<file path="src/olde_pkg.sv">
// ----------------------------------------------------------------------------
// olde_pkg: shared types and codes for the ordered list delete engine
// Transaction structs, command kinds, status codes and sizing defaults.
// ----------------------------------------------------------------------------
package olde_pkg;

    // default list depth and the limit on results of one dump
    localparam int OLDE_DEPTH = 16;
    localparam int MAX_RES    = 16;

    // command kinds
    localparam logic [2:0] KIND_APPEND    = 3'd0;
    localparam logic [2:0] KIND_DROP_TAIL = 3'd1;
    localparam logic [2:0] KIND_DROP_HEAD = 3'd2;
    localparam logic [2:0] KIND_DROP_VAL  = 3'd3;
    localparam logic [2:0] KIND_DROP_POS  = 3'd4;
    localparam logic [2:0] KIND_DUMP      = 3'd5;

    // status codes
    localparam logic [1:0] ST_DONE  = 2'd0;
    localparam logic [1:0] ST_EMPTY = 2'd1;
    localparam logic [1:0] ST_FULL  = 2'd2;
    localparam logic [1:0] ST_MISS  = 2'd3;

    typedef struct packed {
        logic [2:0]         kind;
        logic signed [31:0] item_value;
        logic [3:0]         position;
    } t_in_item;

    typedef struct packed {
        logic [1:0]         status;
        logic signed [31:0] entry_value;
        logic [4:0]         entry_count;
        logic               last;
    } t_out_item;

    // one result handed from the sequencer to the output register
    typedef struct packed {
        logic      push;
        t_out_item item;
    } t_res_push;

endpackage

</file>
<file path="src/olde_store.sv">
// ----------------------------------------------------------------------------
// olde_store: entry memory of the list
// One write port and one read port with registered read data.
// ----------------------------------------------------------------------------
module olde_store #(
    parameter int DEPTH = 16,
    localparam int IDX_W = $clog2(DEPTH)
) (
    input  logic             i_clk,
    input  logic             i_we,
    input  logic [IDX_W-1:0] i_wa,
    input  logic [31:0]      i_wd,
    input  logic [IDX_W-1:0] i_ra,
    output logic [31:0]      o_rd
);

    logic [31:0] mem [DEPTH];
    logic [31:0] r_rd;

    // write one entry, read one entry
    always_ff @(posedge i_clk) begin
        if (i_we) begin
            mem[i_wa] <= i_wd;
        end
        r_rd <= mem[i_ra];
    end

    assign o_rd = r_rd;

endmodule

</file>
<file path="src/olde_seq.sv">
// ----------------------------------------------------------------------------
// olde_seq: command sequencer of the list
// Walks the entry memory one entry a cycle (a dump waits while the output
// cannot take a result) with an equality compare and index incrementers to search, close gaps and dump.
// ----------------------------------------------------------------------------
module olde_seq #(
    parameter int DEPTH = 16,
    localparam int IDX_W = $clog2(DEPTH),
    localparam int CNT_W = $clog2(DEPTH + 1)
) (
    input  logic              i_clk,
    input  logic              i_rst_n,
    input  logic              i_in_valid,
    input  olde_pkg::t_in_item i_in_item,
    input  logic              i_can_push,
    output logic              o_busy,
    output olde_pkg::t_res_push o_res,
    output logic              o_we,
    output logic [IDX_W-1:0]  o_wa,
    output logic [31:0]       o_wd,
    output logic [IDX_W-1:0]  o_ra,
    input  logic [31:0]       i_rd,
    output logic [CNT_W-1:0]  o_fill
);
    import olde_pkg::*;

    localparam int CMP_W = (CNT_W > 4) ? CNT_W : 4;
    localparam int W     = CMP_W + 1;

    typedef enum logic [2:0] {
        S_IDLE,
        S_SRCH,
        S_SHIFT,
        S_DUMP,
        S_RESULT
    } t_state;

    t_state           r_state, n_state;
    logic [CNT_W-1:0] r_fill, n_fill;
    logic [IDX_W-1:0] r_idx, n_idx;
    logic [31:0]      r_value, n_value;
    logic [1:0]       r_status, n_status;

    logic [W-1:0] w_fill_x, w_idx_x, w_idx1, w_idx2, w_pos_x, w_pos1, w_dump_n, w_ra;
    logic         w_empty;

    // widen counters and indexes to one compare width
    assign w_fill_x = {{(W-CNT_W){1'b0}}, r_fill};
    assign w_idx_x  = {{(W-IDX_W){1'b0}}, r_idx};
    assign w_idx1   = w_idx_x + W'(1);
    assign w_idx2   = w_idx_x + W'(2);
    assign w_pos_x  = {{(W-4){1'b0}}, i_in_item.position};
    assign w_pos1   = w_pos_x + W'(1);
    assign w_dump_n = (w_fill_x < W'(MAX_RES)) ? w_fill_x : W'(MAX_RES);
    assign w_empty  = (r_fill == '0);

    // next state, memory port and result
    always_comb begin
        n_state  = r_state;
        n_fill   = r_fill;
        n_idx    = r_idx;
        n_value  = r_value;
        n_status = r_status;
        o_we     = 1'b0;
        o_wa     = r_idx;
        o_wd     = i_rd;
        w_ra     = w_idx_x;
        o_res.push             = 1'b0;
        o_res.item.status      = r_status;
        o_res.item.entry_value = '0;
        o_res.item.entry_count = w_fill_x[4:0];
        o_res.item.last        = 1'b1;

        case (r_state)
            S_IDLE: begin
                w_ra = '0;
                if (i_in_valid) begin
                    n_state  = S_RESULT;
                    n_status = ST_DONE;
                    case (i_in_item.kind)
                        KIND_APPEND: begin
                            if (w_fill_x == W'(DEPTH)) begin
                                n_status = ST_FULL;
                            end else begin
                                o_we   = 1'b1;
                                o_wa   = w_fill_x[IDX_W-1:0];
                                o_wd   = i_in_item.item_value;
                                n_fill = r_fill + 1'b1;
                            end
                        end
                        KIND_DROP_TAIL: begin
                            if (w_empty) begin
                                n_status = ST_EMPTY;
                            end else begin
                                n_fill = r_fill - 1'b1;
                            end
                        end
                        KIND_DROP_HEAD: begin
                            if (w_empty) begin
                                n_status = ST_EMPTY;
                            end else if (w_fill_x == W'(1)) begin
                                n_fill = r_fill - 1'b1;
                            end else begin
                                n_idx   = '0;
                                w_ra    = W'(1);
                                n_state = S_SHIFT;
                            end
                        end
                        KIND_DROP_VAL: begin
                            if (w_empty) begin
                                n_status = ST_EMPTY;
                            end else begin
                                n_idx   = '0;
                                n_value = i_in_item.item_value;
                                n_state = S_SRCH;
                            end
                        end
                        KIND_DROP_POS: begin
                            if (w_empty) begin
                                n_status = ST_EMPTY;
                            end else if (w_pos_x >= w_fill_x) begin
                                n_status = ST_MISS;
                            end else if (w_pos1 == w_fill_x) begin
                                n_fill = r_fill - 1'b1;
                            end else begin
                                n_idx   = w_pos_x[IDX_W-1:0];
                                w_ra    = w_pos1;
                                n_state = S_SHIFT;
                            end
                        end
                        KIND_DUMP: begin
                            if (w_empty) begin
                                n_status = ST_EMPTY;
                            end else begin
                                n_idx   = '0;
                                n_state = S_DUMP;
                            end
                        end
                        default: begin
                            n_status = ST_DONE;
                        end
                    endcase
                end
            end
            S_SRCH: begin
                // fetch the following entry: next to compare, or first to move
                w_ra = w_idx1;
                if (i_rd == r_value) begin
                    n_status = ST_DONE;
                    if (w_idx1 == w_fill_x) begin
                        n_fill  = r_fill - 1'b1;
                        n_state = S_RESULT;
                    end else begin
                        n_state = S_SHIFT;
                    end
                end else if (w_idx1 == w_fill_x) begin
                    n_status = ST_MISS;
                    n_state  = S_RESULT;
                end else begin
                    n_idx = w_idx1[IDX_W-1:0];
                end
            end
            S_SHIFT: begin
                // move the entry after the gap one place towards the head
                o_we = 1'b1;
                o_wa = r_idx;
                o_wd = i_rd;
                w_ra = w_idx2;
                if (w_idx2 == w_fill_x) begin
                    n_fill   = r_fill - 1'b1;
                    n_status = ST_DONE;
                    n_state  = S_RESULT;
                end else begin
                    n_idx = w_idx1[IDX_W-1:0];
                end
            end
            S_DUMP: begin
                if (i_can_push) begin
                    o_res.push             = 1'b1;
                    o_res.item.status      = ST_DONE;
                    o_res.item.entry_value = i_rd;
                    o_res.item.last        = (w_idx1 == w_dump_n);
                    w_ra                   = w_idx1;
                    if (w_idx1 == w_dump_n) begin
                        n_state = S_IDLE;
                    end else begin
                        n_idx = w_idx1[IDX_W-1:0];
                    end
                end else begin
                    // hold the current entry on the read port
                    w_ra = w_idx_x;
                end
            end
            S_RESULT: begin
                if (i_can_push) begin
                    o_res.push = 1'b1;
                    n_state    = S_IDLE;
                end
            end
            default: begin
                n_state = S_IDLE;
            end
        endcase
    end

    assign o_ra   = w_ra[IDX_W-1:0];
    assign o_busy = (r_state != S_IDLE);
    assign o_fill = r_fill;

    // hold state and count; working registers need no reset
    always_ff @(posedge i_clk) begin
        if (!i_rst_n) begin
            r_state <= S_IDLE;
            r_fill  <= '0;
        end else begin
            r_state <= n_state;
            r_fill  <= n_fill;
        end
        r_idx    <= n_idx;
        r_value  <= n_value;
        r_status <= n_status;
    end

endmodule

</file>
<file path="src/ordered_list_delete_engine.sv">
// ----------------------------------------------------------------------------
// ordered_list_delete_engine: bounded ordered list with removal commands
// Append, drop tail, drop head, drop by value, drop at position and dump
// over a list of up to DEPTH signed 32-bit entries kept in insertion order.
// ----------------------------------------------------------------------------
//  channel | direction | handshake               | payload
//  --------+-----------+-------------------------+-----------------------
//  in      | input     | i_in_valid / o_in_stall | i_in_item  (t_in_item)
//  out     | output    | o_out_valid / i_out_stall | o_out_item (t_out_item)
//
//  Append, drop tail and unknown kinds go from accept straight to the result.
//  Drop by value compares one entry a cycle (up to the count), then the gap
//  closes one entry a cycle, then the result is given; the single read port of
//  the entry memory sets that pace. Dump gives one entry a cycle unless the output stalls.
//  Reset clears the count, state and output valid; no clearing pass over the memory.
//  A stalled output holds the sequencer; the input is stalled while busy.
// ----------------------------------------------------------------------------
module ordered_list_delete_engine #(
    parameter int DEPTH = olde_pkg::OLDE_DEPTH
) (
    input  logic                i_clk,
    input  logic                i_rst_n,
    input  logic                i_in_valid,
    output logic                o_in_stall,
    input  olde_pkg::t_in_item  i_in_item,
    output logic                o_out_valid,
    input  logic                i_out_stall,
    output olde_pkg::t_out_item o_out_item
);
    import olde_pkg::*;

    localparam int IDX_W = $clog2(DEPTH);
    localparam int CNT_W = $clog2(DEPTH + 1);

    logic             w_busy, w_can_push, w_we, w_in_acc;
    logic [IDX_W-1:0] w_wa, w_ra;
    logic [31:0]      w_wd, w_rd;
    logic [CNT_W-1:0] w_fill;
    t_res_push        w_res;
    logic             r_out_valid;
    t_out_item        r_out_item;

    assign w_can_push = !r_out_valid || !i_out_stall;
    assign w_in_acc   = i_in_valid && !w_busy;

    olde_seq #(
        .DEPTH(DEPTH)
    ) u_seq (
        .i_clk      (i_clk),
        .i_rst_n    (i_rst_n),
        .i_in_valid (i_in_valid),
        .i_in_item  (i_in_item),
        .i_can_push (w_can_push),
        .o_busy     (w_busy),
        .o_res      (w_res),
        .o_we       (w_we),
        .o_wa       (w_wa),
        .o_wd       (w_wd),
        .o_ra       (w_ra),
        .i_rd       (w_rd),
        .o_fill     (w_fill)
    );

    olde_store #(
        .DEPTH(DEPTH)
    ) u_store (
        .i_clk (i_clk),
        .i_we  (w_we),
        .i_wa  (w_wa),
        .i_wd  (w_wd),
        .i_ra  (w_ra),
        .o_rd  (w_rd)
    );

    // hold a result until the transaction completes, load the next one
    always_ff @(posedge i_clk) begin
        if (!i_rst_n) begin
            r_out_valid <= 1'b0;
        end else if (w_res.push) begin
            r_out_valid <= 1'b1;
        end else if (!i_out_stall) begin
            r_out_valid <= 1'b0;
        end
        if (w_res.push) begin
            r_out_item <= w_res.item;
        end
    end

    assign o_in_stall  = w_busy;
    assign o_out_valid = r_out_valid;
    assign o_out_item  = r_out_item;

    // an accepted command always makes the sequencer busy in the next cycle
    a_acc_busy: assert property (@(posedge i_clk) disable iff (!i_rst_n)
        w_in_acc |=> o_in_stall)
        else $error("input not stalled after an accepted transaction");

    // an append to a list with room grows the count by one
    a_append_grow: assert property (@(posedge i_clk) disable iff (!i_rst_n)
        (w_in_acc && (i_in_item.kind == KIND_APPEND) && (w_fill != CNT_W'(DEPTH)))
        |=> (w_fill == $past(w_fill) + 1'b1))
        else $error("append did not grow the count");

    // reset empties the list
    a_reset_empty: assert property (@(posedge i_clk)
        !i_rst_n |=> (w_fill == '0) && !o_out_valid)
        else $error("list not empty after reset");

endmodule

</file>
<file path="config.mk">
export PLATFORM = sky130hd
export DESIGN_NAME = ordered_list_delete_engine
export DESIGN_NICKNAME = d
export VERILOG_FILES = /design/src/olde_pkg.sv /design/src/olde_store.sv /design/src/olde_seq.sv /design/src/ordered_list_delete_engine.sv
export SDC_FILE = /design/constraint.sdc
export NUM_CORES = 1
export LEC_CHECK = 0
export BUFFER_PORTS_ARGS = -buffer_cell sky130_fd_sc_hd__clkbuf_2
export CORE_MARGIN = 2
export CORE_UTILIZATION = 40
export DETAILED_ROUTE_END_ITERATION = 16
export GPL_ROUTABILITY_DRIVEN = 0
export PLACE_DENSITY_LB_ADDON = 0.08
export REMOVE_ABC_BUFFERS = 1
export SYNTH_ARGS = -nofsm -noshare
export SYNTH_HDL_FRONTEND = slang
export SYNTH_SLANG_ARGS = --single-unit
export TNS_END_PERCENT = 20
</file>
<file path="constraint.sdc">
create_clock -name i_clk -period 8.8 [get_ports i_clk]
set_clock_uncertainty 0.15 [all_clocks]
set_input_delay 0.88 -clock i_clk [delete_from_list [all_inputs] [get_ports i_clk]]
set_output_delay 0.88 -clock i_clk [all_outputs]
set_load 0.02 [all_outputs]
</file>
# Yosys cells after proc, flatten, opt, wreduce, memory -nomap -nowiden

Memories as Yosys holds them, arrays and structs flattened. A register that Yosys moved wholly into a read port is not among the register bits.
Index checks and enable logic that the tools add are counted.

Flip-flop bits (word level): 87
Memory bits (writable): 512
Bits of input ports: 43
Output and inout bits: 42
Memories kept: 1

Memory list:

| name        | depth | bits a word | read ports | clocked after memory_dff | wr ports | RTL line         | source |
|---|---|---|---|---|---|---|---|
| u_store.mem | 16    | 32          | 1          | 1                        | 1        | olde_store.sv:17 | `logic [31:0] mem [DEPTH];` |

Add/sub/neg operators: 5
Order comparisons: 2
Eq/ne operators: 41
Mux-type cells: 84
Bitwise gates (word level): 1
Reduce and logical (&&, ||, !) cells: 17

Operator list:

| operator                                                                 | count |
|---|---|
| 32-bit two-way mux                                                       | 4 |
| 4-bit two-way mux                                                        | 22 |
| 5-bit two-way mux                                                        | 12 |
| 3-bit two-way mux                                                        | 15 |
| 35-bit two-way mux                                                       | 1 |
| 34-bit two-way mux                                                       | 1 |
| 32-bit equality test                                                     | 1 |
| 4-bit case mux with 4 select lines                                       | 2 |
| 3-bit inequality test (second input constant)                            | 8 |
| 5-bit equality test                                                      | 4 |
| 5-bit case mux with 4 select lines                                       | 1 |
| 3-bit case mux with 5 select lines                                       | 1 |
| 5-bit case mux with 3 select lines                                       | 1 |
| 2-bit two-way mux                                                        | 7 |
| 2-bit by 1-bit inequality test with 1-bit output (second input constant) | 7 |
| 14-bit AND reduction                                                     | 1 |
| 13-bit AND reduction                                                     | 1 |
| 3-bit by 2-bit equality test with 1-bit output (second input constant)   | 4 |
| 2-bit case mux with 3 select lines                                       | 2 |
| 3-bit case mux with 4 select lines                                       | 1 |
| 4-bit case mux with 3 select lines                                       | 1 |
| 4-bit by 1-bit adder with 5-bit output (second input constant)           | 2 |
| 1-bit two-way mux                                                        | 10 |
| 2-bit inequality test (second input constant)                            | 5 |
| other kinds (27)                                                         | 36 |

# Depth between registers and ports, before layout

Gate-level depths: netlist (run 1).

Depth in word-level cells: 8
Depth in mapped cells: 13
Gate-level depth less buffers: 10

# By module

A second synthesis (run 1) with hierarchy kept.

Cell total of the unflattened synthesis: 1308
Area, all modules: 25100.3 µm²

Modules (own cells, without submodules):

| module                     | times used | cells an instance | area an instance (µm²) | sequential area each (µm²) |
|---|---|---|---|---|
| olde_store                 | 1          | 838               | 19835.3                | 16015.4 |
| olde_seq                   | 1          | 426               | 4028.9                 | 1301.2 |
| ordered_list_delete_engine | 1          | 44                | 1236.2                 | 1221.2 |

# Worst setup path after synthesis (run 1)

No wires, ideal clock.

Path kind: input -> register
Start point: input i_in_item[36] (netlist bit)
End point: memory u_store.mem[1][0], enable pin
Library setup time: 0.421 ns
Arrival: 3.401 ns
Slack: 4.828 ns
Cell stages on the path: 7
Buffers on the path: 2
Cell sequence: clkbuf_1 > nor3_1 > nand3_1 > clkbuf_1 > nor3_1 > a21oi_1 > nor2_1

Longest elaborated chain between the ends: 6
Elaborated cells on any way between the ends: 9
Classes of those cells: mux: 8; reduce/logical: 1

RTL lines:

| what                                    | RTL line                         | source |
|---|---|---|
| start: declaration                      | ordered_list_delete_engine.sv:25 | `input olde_pkg::t_in_item i_in_item,` |
| 3-bit logical NOT (*)                   | olde_seq.sv:80                   | `case (i_in_item.kind)` |
| 1-bit two-way mux                       | olde_seq.sv:80                   |  |
| 1-bit two-way mux                       | olde_seq.sv:77                   | `if (i_in_valid) begin` |
| 1-bit case mux with 2 select lines      | olde_seq.sv:74                   | `case (r_state)` |
| 1-bit two-way mux                       | olde_store.sv:22                 | `if (i_we) begin` |
| 1-bit two-way mux (not written as such) | olde_store.sv:23                 | `mem[i_wa] <= i_wd;` |
| end: declaration                        | olde_store.sv:17                 |  |

Mark *: on every way between the ends. The rest lies on a longest branch, timed or not.

# Worst setup path after layout (run 1)

Start point: register u_seq.r_state[0]
End point: register u_store.r_rd[16] (netlist: u_store.o_rd[16]) (read register of u_store.mem)

Longest elaborated chain between the ends: 2
Elaborated cells on any way between the ends: 5
Classes of those cells: eq/ne: 3; mux: 1; reduce/logical: 1

RTL lines:

| what                                                                   | RTL line         | source |
|---|---|---|
| start: declaration                                                     | olde_seq.sv:38   | `t_state r_state, n_state;` |
| start signal: assignment                                               | olde_seq.sv:216  | `r_state <= n_state;` |
| 3-bit by 2-bit equality test with 1-bit output (tied with other cells) | olde_seq.sv:74   |  |
| 4-bit case mux with 4 select lines (*)                                 | olde_seq.sv:74   |  |
| end: declaration                                                       | olde_store.sv:18 | `logic [31:0] r_rd;` |

Marked as above.
A chain may end at the register's enable or synchronous reset.

==> metrics.txt, run 1 <==
Post-CTS Setup Repair Bufs 0; # diodes 0; FFs w/ async S/R, synth 0%; root buf cell clkbuf_16; vias in the first global route roughly 13000; clock buffer depth 3; initial antenna violation count 1; Leak 0.0106 uW; post-synth top area share 69.8%; drt first pass iters 5; VDD IR-drop max 0.000361 V; Fin. Hold Viols 0; post-synthesis sequential element count 631; crit end category flip-flop; pin count of the biggest net entering global routing 136; CP Launch Type flip-flop; Main synth FF type edfxtp_1; Total GRT Usage 20.0%; Post-synth EDFFs 590; HP Class input port to flip-flop; die area 0.0655 sq mm; Chip Width 256 um; Crit Path Max Fanout 32; cell row count 92; crit share post-route 49.9%; Pins Over Slew Limit 0; Via density 5.35; Synth Instances 1538; synth unique cells between 60 and 70; area grow syn2layout 15.1%; Worst Path Class, Setup flip-flop to flip-flop; DRT iter0 DRCs ~1100; DRC violations left 0; clk_lat worst skew between 600 and 700 ps; share of cells above drive strength 1 between 10% and 20%; Critical Path AT 4720 ps; core region area 0.0630 sq mm; CTS resizes 0; effective utilization at floorplan 40.3%; R2R Setup Slk 4400 ps; Vias 13630; Worst-path clk slew 60 ps; Routed WL 65800 um; Slew HR 25.2%; # clock sinks 631; sequential share of the synthesized area 73.0%; pwr/cell area 332 mW/mm^2; max_cap viols 0; total power 9720 uW; placed inst area ~0.027 sq mm; syn_area_per_cell 16.5 sq um; CTS tree done; final instance area slightly below 0.03 sq mm; CTS Hold Bufs 0; routed wire length per instance 25.9 um; chip height 256 um; hpwl dp 32300 um; Total Nets Final around 1700; Synth area leader edfxtp_1; RSZ-0062 raised after global routing no; status finished, final reports clean; tightest hold margin between 300 and 400 ps; Crit path required time between 9000 and 10000 ps; largest cells by area after synthesis edfxtp_1 (70%), mux2i_1 (10%), dfxtp_1 (3.2%), o22ai_1 (2.0%), mux2_2 (1.5%); H-tree depth 3; I/O pin count 85; yosys warns 0; global route overflow 0; IO buf count 84; Peak Freq 228 MHz; Tightest Pin Transition 1120 ps; synthesized area 0.0254 sq mm; TritonCTS Buffers 70; Final ANT Viol Nets 0; Final min period 4400 ps; Final Setup Violations 0; global-route wire length before repair between 90000 and 100000 um; Filler cells about 5500
## critical path: stages, from the launching register on
cell	delay, ps
dfxtp_1	890
nor2b_1	630
and2_1	280
a21oi_1	90
o22ai_1	530
or4_2	240
buf_4	570
o22a_1	260
o21ai_1	60
or4_1	540
## cells by family after synthesis
kind of cell / Yosys count / share of synthesized area (%)
and+or+nand+nor: 238 / 5.24
adders and majority gates: 10 / 0.493
muxes: 292 / 11.7
xor gates and xnor gates: 54 / 1.92
AOI/OAI and AO/OA: 216 / 5.73
DFF: 631 / 73.0
buffers and inverters: 97 / 1.94
## cell type report
class	instances	area, sq um	area share [%]
clock buffers	102	2070	7.08
clock inverters	27	293	1.00
inverters	14	52.6	0.180
multi-input cells	810	6530	22.4
flip-flops and latches	631	18500	63.4
well taps	846	1060	3.62
repair buffers	116	686	2.35
## state kept, by name, summed over array words and instances, names as in the netlist
register        flops
o_out_item         40
o_out_valid         1
u_seq.o_fill        5
u_seq.r_idx         4
u_seq.r_state       3
u_seq.r_status      2
u_seq.r_value      32
u_store.mem       512
u_store.o_rd       32
## where the power goes
| part | switching [uW] | total, uW | internal (uW) |
|---|---|---|---|
| combinational | 1700 | 2650 | 953 |
| sequential | 189 | 4090 | 3900 |
| clock | 1160 | 2970 | 1810 |
| total | 3050 | 9720 | 6670 |
## layer usage
metal  GRT usage, %  vias to the layer above  share of wire (%)
li1               -                     6276                  -
met1           27.4                     6943                 45
met2           33.1                      323                 48
met3           3.27                       88                4.3
met4           5.26                        0                2.1
met5              0                        -                  0
## Yosys cell counts (4+ instances only)
cell type / number
or4_1: 35
nor2_1: 62
o21ai_0: 23
xnor2_1: 12
nand4_1: 7
nor4_1: 10
o22ai_1: 83
ha_1: 10
and3_1: 4
clkbuf_1: 33
o21ai_1: 23
dfxtp_1: 41
edfxtp_1: 590
nor3_1: 15
mux2i_1: 259
a31oi_1: 5
buf_2: 30
nor2b_1: 9
mux2_2: 33
buf_6: 6
buf_4: 12
inv_1: 14
nand3_1: 12
xor2_1: 40
nand2_1: 26
and2_1: 40
o22a_1: 25
a21oi_1: 16
## metrics by stage
step	utilization [%]	setup TNS, ps	std cells	setup WS [ps]
2_1_floorplan	-	-164150	1455	-5170
3_3_place_gp	42.7	0	2417	4380
3_5_place_dp	42.7	0	2417	4320
4_1_cts	46.4	0	2546	4480
5_1_grt	46.4	0	2546	4110
6_report	46.4	0	2546	4400
## cells in the final DEF, fill, tap and decap left out, drive strengths merged, types with 3 or more instances in the layout
cell type  instances
and3               4
bufinv             6
o211ai             3
or4               35
xnor2             14
nor2b              9
mux2i            259
o22a              25
a21oi             16
a21o               3
a41oi              3
clkinv            17
a31oi              5
nand2b             3
edfxtp           590
mux2              33
clkbuf           186
o21a               3
nand2             26
nand4              7
xor2              40
nor3b              3
o21ai             47
ha                10
dfxtp             41
inv               16
nor4              10
nor3              15
o22ai             83
buf               32
and2              40
nor2              62
nand3             13
a211oi             3
## final timing paths
check | start | endpoint | cells after the start
setup / recovery | u_seq.r_state[0] | u_store.o_rd[16] | 9
hold / removal | i_in_item[17] | u_seq.r_value[13] | 1
setup reg to reg | u_seq.r_state[0] | u_store.o_rd[16] | 9
hold reg to reg | u_seq.r_status[0] | o_out_item[38] | 1
No activity file was read; power rests on OpenSTA's default activity.
==> run 2, diff against run 1 <==
Clock period 8.8 ns to 4 ns, I/O delays scaled along.
==> metrics.txt, run 2 (synthesized netlist as in run 1, its figures left out) <==
status finished, final reports clean; Crit Reg-Reg Endpoint u_store.o_rd[10]; Vias 14098; Final min period 3730 ps; Worst Path Class, Setup flip-flop to flip-flop; clk_lat worst skew between 600 and 700 ps; Total Nets Final 1785; commonest non-fill, non-tap cell in the layout edfxtp_1; DRC violations left 0; root buf cell clkbuf_16; crit end category flip-flop; effective utilization at floorplan 40.3%; global-route wire length before repair 97800 um; GR Layer Usage met2 33.1%; total power roughly 21000 uW; drt first pass iters 5; VDD IR-drop max 0.000423 V; Chip Width 256 um; # clock sinks 631; hold-critical path depth 3; leading cell types in the layout, fill and taps excluded edfxtp_1 (590), mux2i_1 (259), clkbuf_2 (84); crit share post-route 93.2%; area grow syn2layout 18.0%; RSZ-0062 raised after global routing no; pre-CTS WS 202 ps; CTS tree done; vias in the first global route 14044; Pins Over Slew Limit 0; Tightest Pin Transition 1060 ps; die area 0.0655 sq mm; H-tree depth 3; I/O pin count 85; Reg2Reg Launch Point u_seq.o_fill[1]; Total GRT Usage between 20% and 30%; Final Setup Violations 0; Filler cells 5414; max reg flops 512; HP Class input port to flip-flop; chip height 256 um; Leak roughly 0.011 uW; max_cap viols 0; Fin. Hold Viols 0; Hold Path Sink u_seq.r_idx[0]; Final WS setup 271 ps; Peak Freq roughly 270 MHz; Final ANT Viol Nets 0; global route overflow 0; CP Launch Type flip-flop; Critical Path AT between 4000 and 5000 ps; register name with the most flops u_store.mem; initial antenna violation count 2; R2R Setup Slk ~270 ps; share of cells above drive strength 1 19.0%; TritonCTS Buffers 68; DRT iter0 DRCs 1289; hpwl dp between 30000 and 40000 um; GR Util met1 28.8%; Via density between 5 and 6; Slew HR 29.2%; # diodes 0; routing usage on met3 under 10%; pin count of the biggest net entering global routing 68; cell row count 92; clock buffer depth 3; layer with the highest usage met2; routed wire length per instance roughly 26 um; Post-CTS Setup Repair Bufs 0; Crit Path Max Fanout 23; core region area roughly 0.063 sq mm; R2R depth 12; Worst-path clk slew roughly 60 ps; Crit path required time 4320 ps; IO buf count between 80 and 90; Routed WL approximately 67000 um; pwr/cell area about 700 mW/mm^2; Min-Delay Startpoint i_in_item[0]
## run 2: what timing repair did
action,in CTS,in global routing
resized for setup,0,2
hold buffers,33,0
hold endpoints to repair,33,0
setup endpoints to repair,0,14
## run 2: layer usage
| metal | part of all wire, % | up-vias | routed length, um |
|---|---|---|---|
| met2 | 47 | 339 | 31700 |
| met4 | 2.6 | 0 | 1760 |
| met3 | 4.4 | 108 | 2950 |
| met5 | 0 | - | 0 |
| li1 | - | 6436 | - |
| met1 | 46 | 7215 | 30800 |
## run 2: through the flow
stage	hold WS [ps]	instance area, sq um	setup TNS (ps)	std cells	utilization [%]
CTS	15.7	30000	0	2629	47.6
finish	42.5	30000	0	2629	47.6
detailed placement	390	27500	0	2475	43.7
global placement	393	27500	0	2475	43.7
global route	67.8	30000	0	2629	47.6
floorplan	349	25000	-611970	1455	-
## run 2: cell type report
class	instances	area (sq um)	area share, %
flip-flops and latches	631	18500	61.8
multi-input cells	810	6540	21.8
clock buffers	98	1920	6.40
repair buffers	207	1660	5.54
well taps	846	1060	3.53
clock inverters	23	211	0.705
inverters	14	52.6	0.175
## run 2: where the power goes
group	internal [uW]	switching (uW)
Combinational	2420	3970
Sequential	8590	349
Clock	3530	2530
## run 2: worst max-delay path, stage by stage (launching register included)
cell     delay (ps)
dfxtp_1         310
inv_1           200
ha_1            320
nor3b_2         340
nor2b_2         340
nor2_1          130
a41oi_4         340
buf_12          280
buf_12          240
mux2i_1         240
o22a_1          140
o21ai_1          50
or4_1           500
## run 2: worst max-delay path by stage
stage	startpoint	to	slack, ps	cells past startpoint
2_1_floorplan	i_in_item[0]	u_store.o_rd[1]	-9490	9
4_1_cts	u_seq.o_fill[1]	u_store.o_rd[3]	160	11
5_1_grt	u_seq.o_fill[1]	u_store.o_rd[20]	70	12
3_5_place_dp	u_seq.o_fill[1]	u_store.o_rd[16]	200	12
3_3_place_gp	u_seq.o_fill[1]	u_store.o_rd[3]	180	11
6_report	u_seq.o_fill[1]	u_store.o_rd[10]	270	12
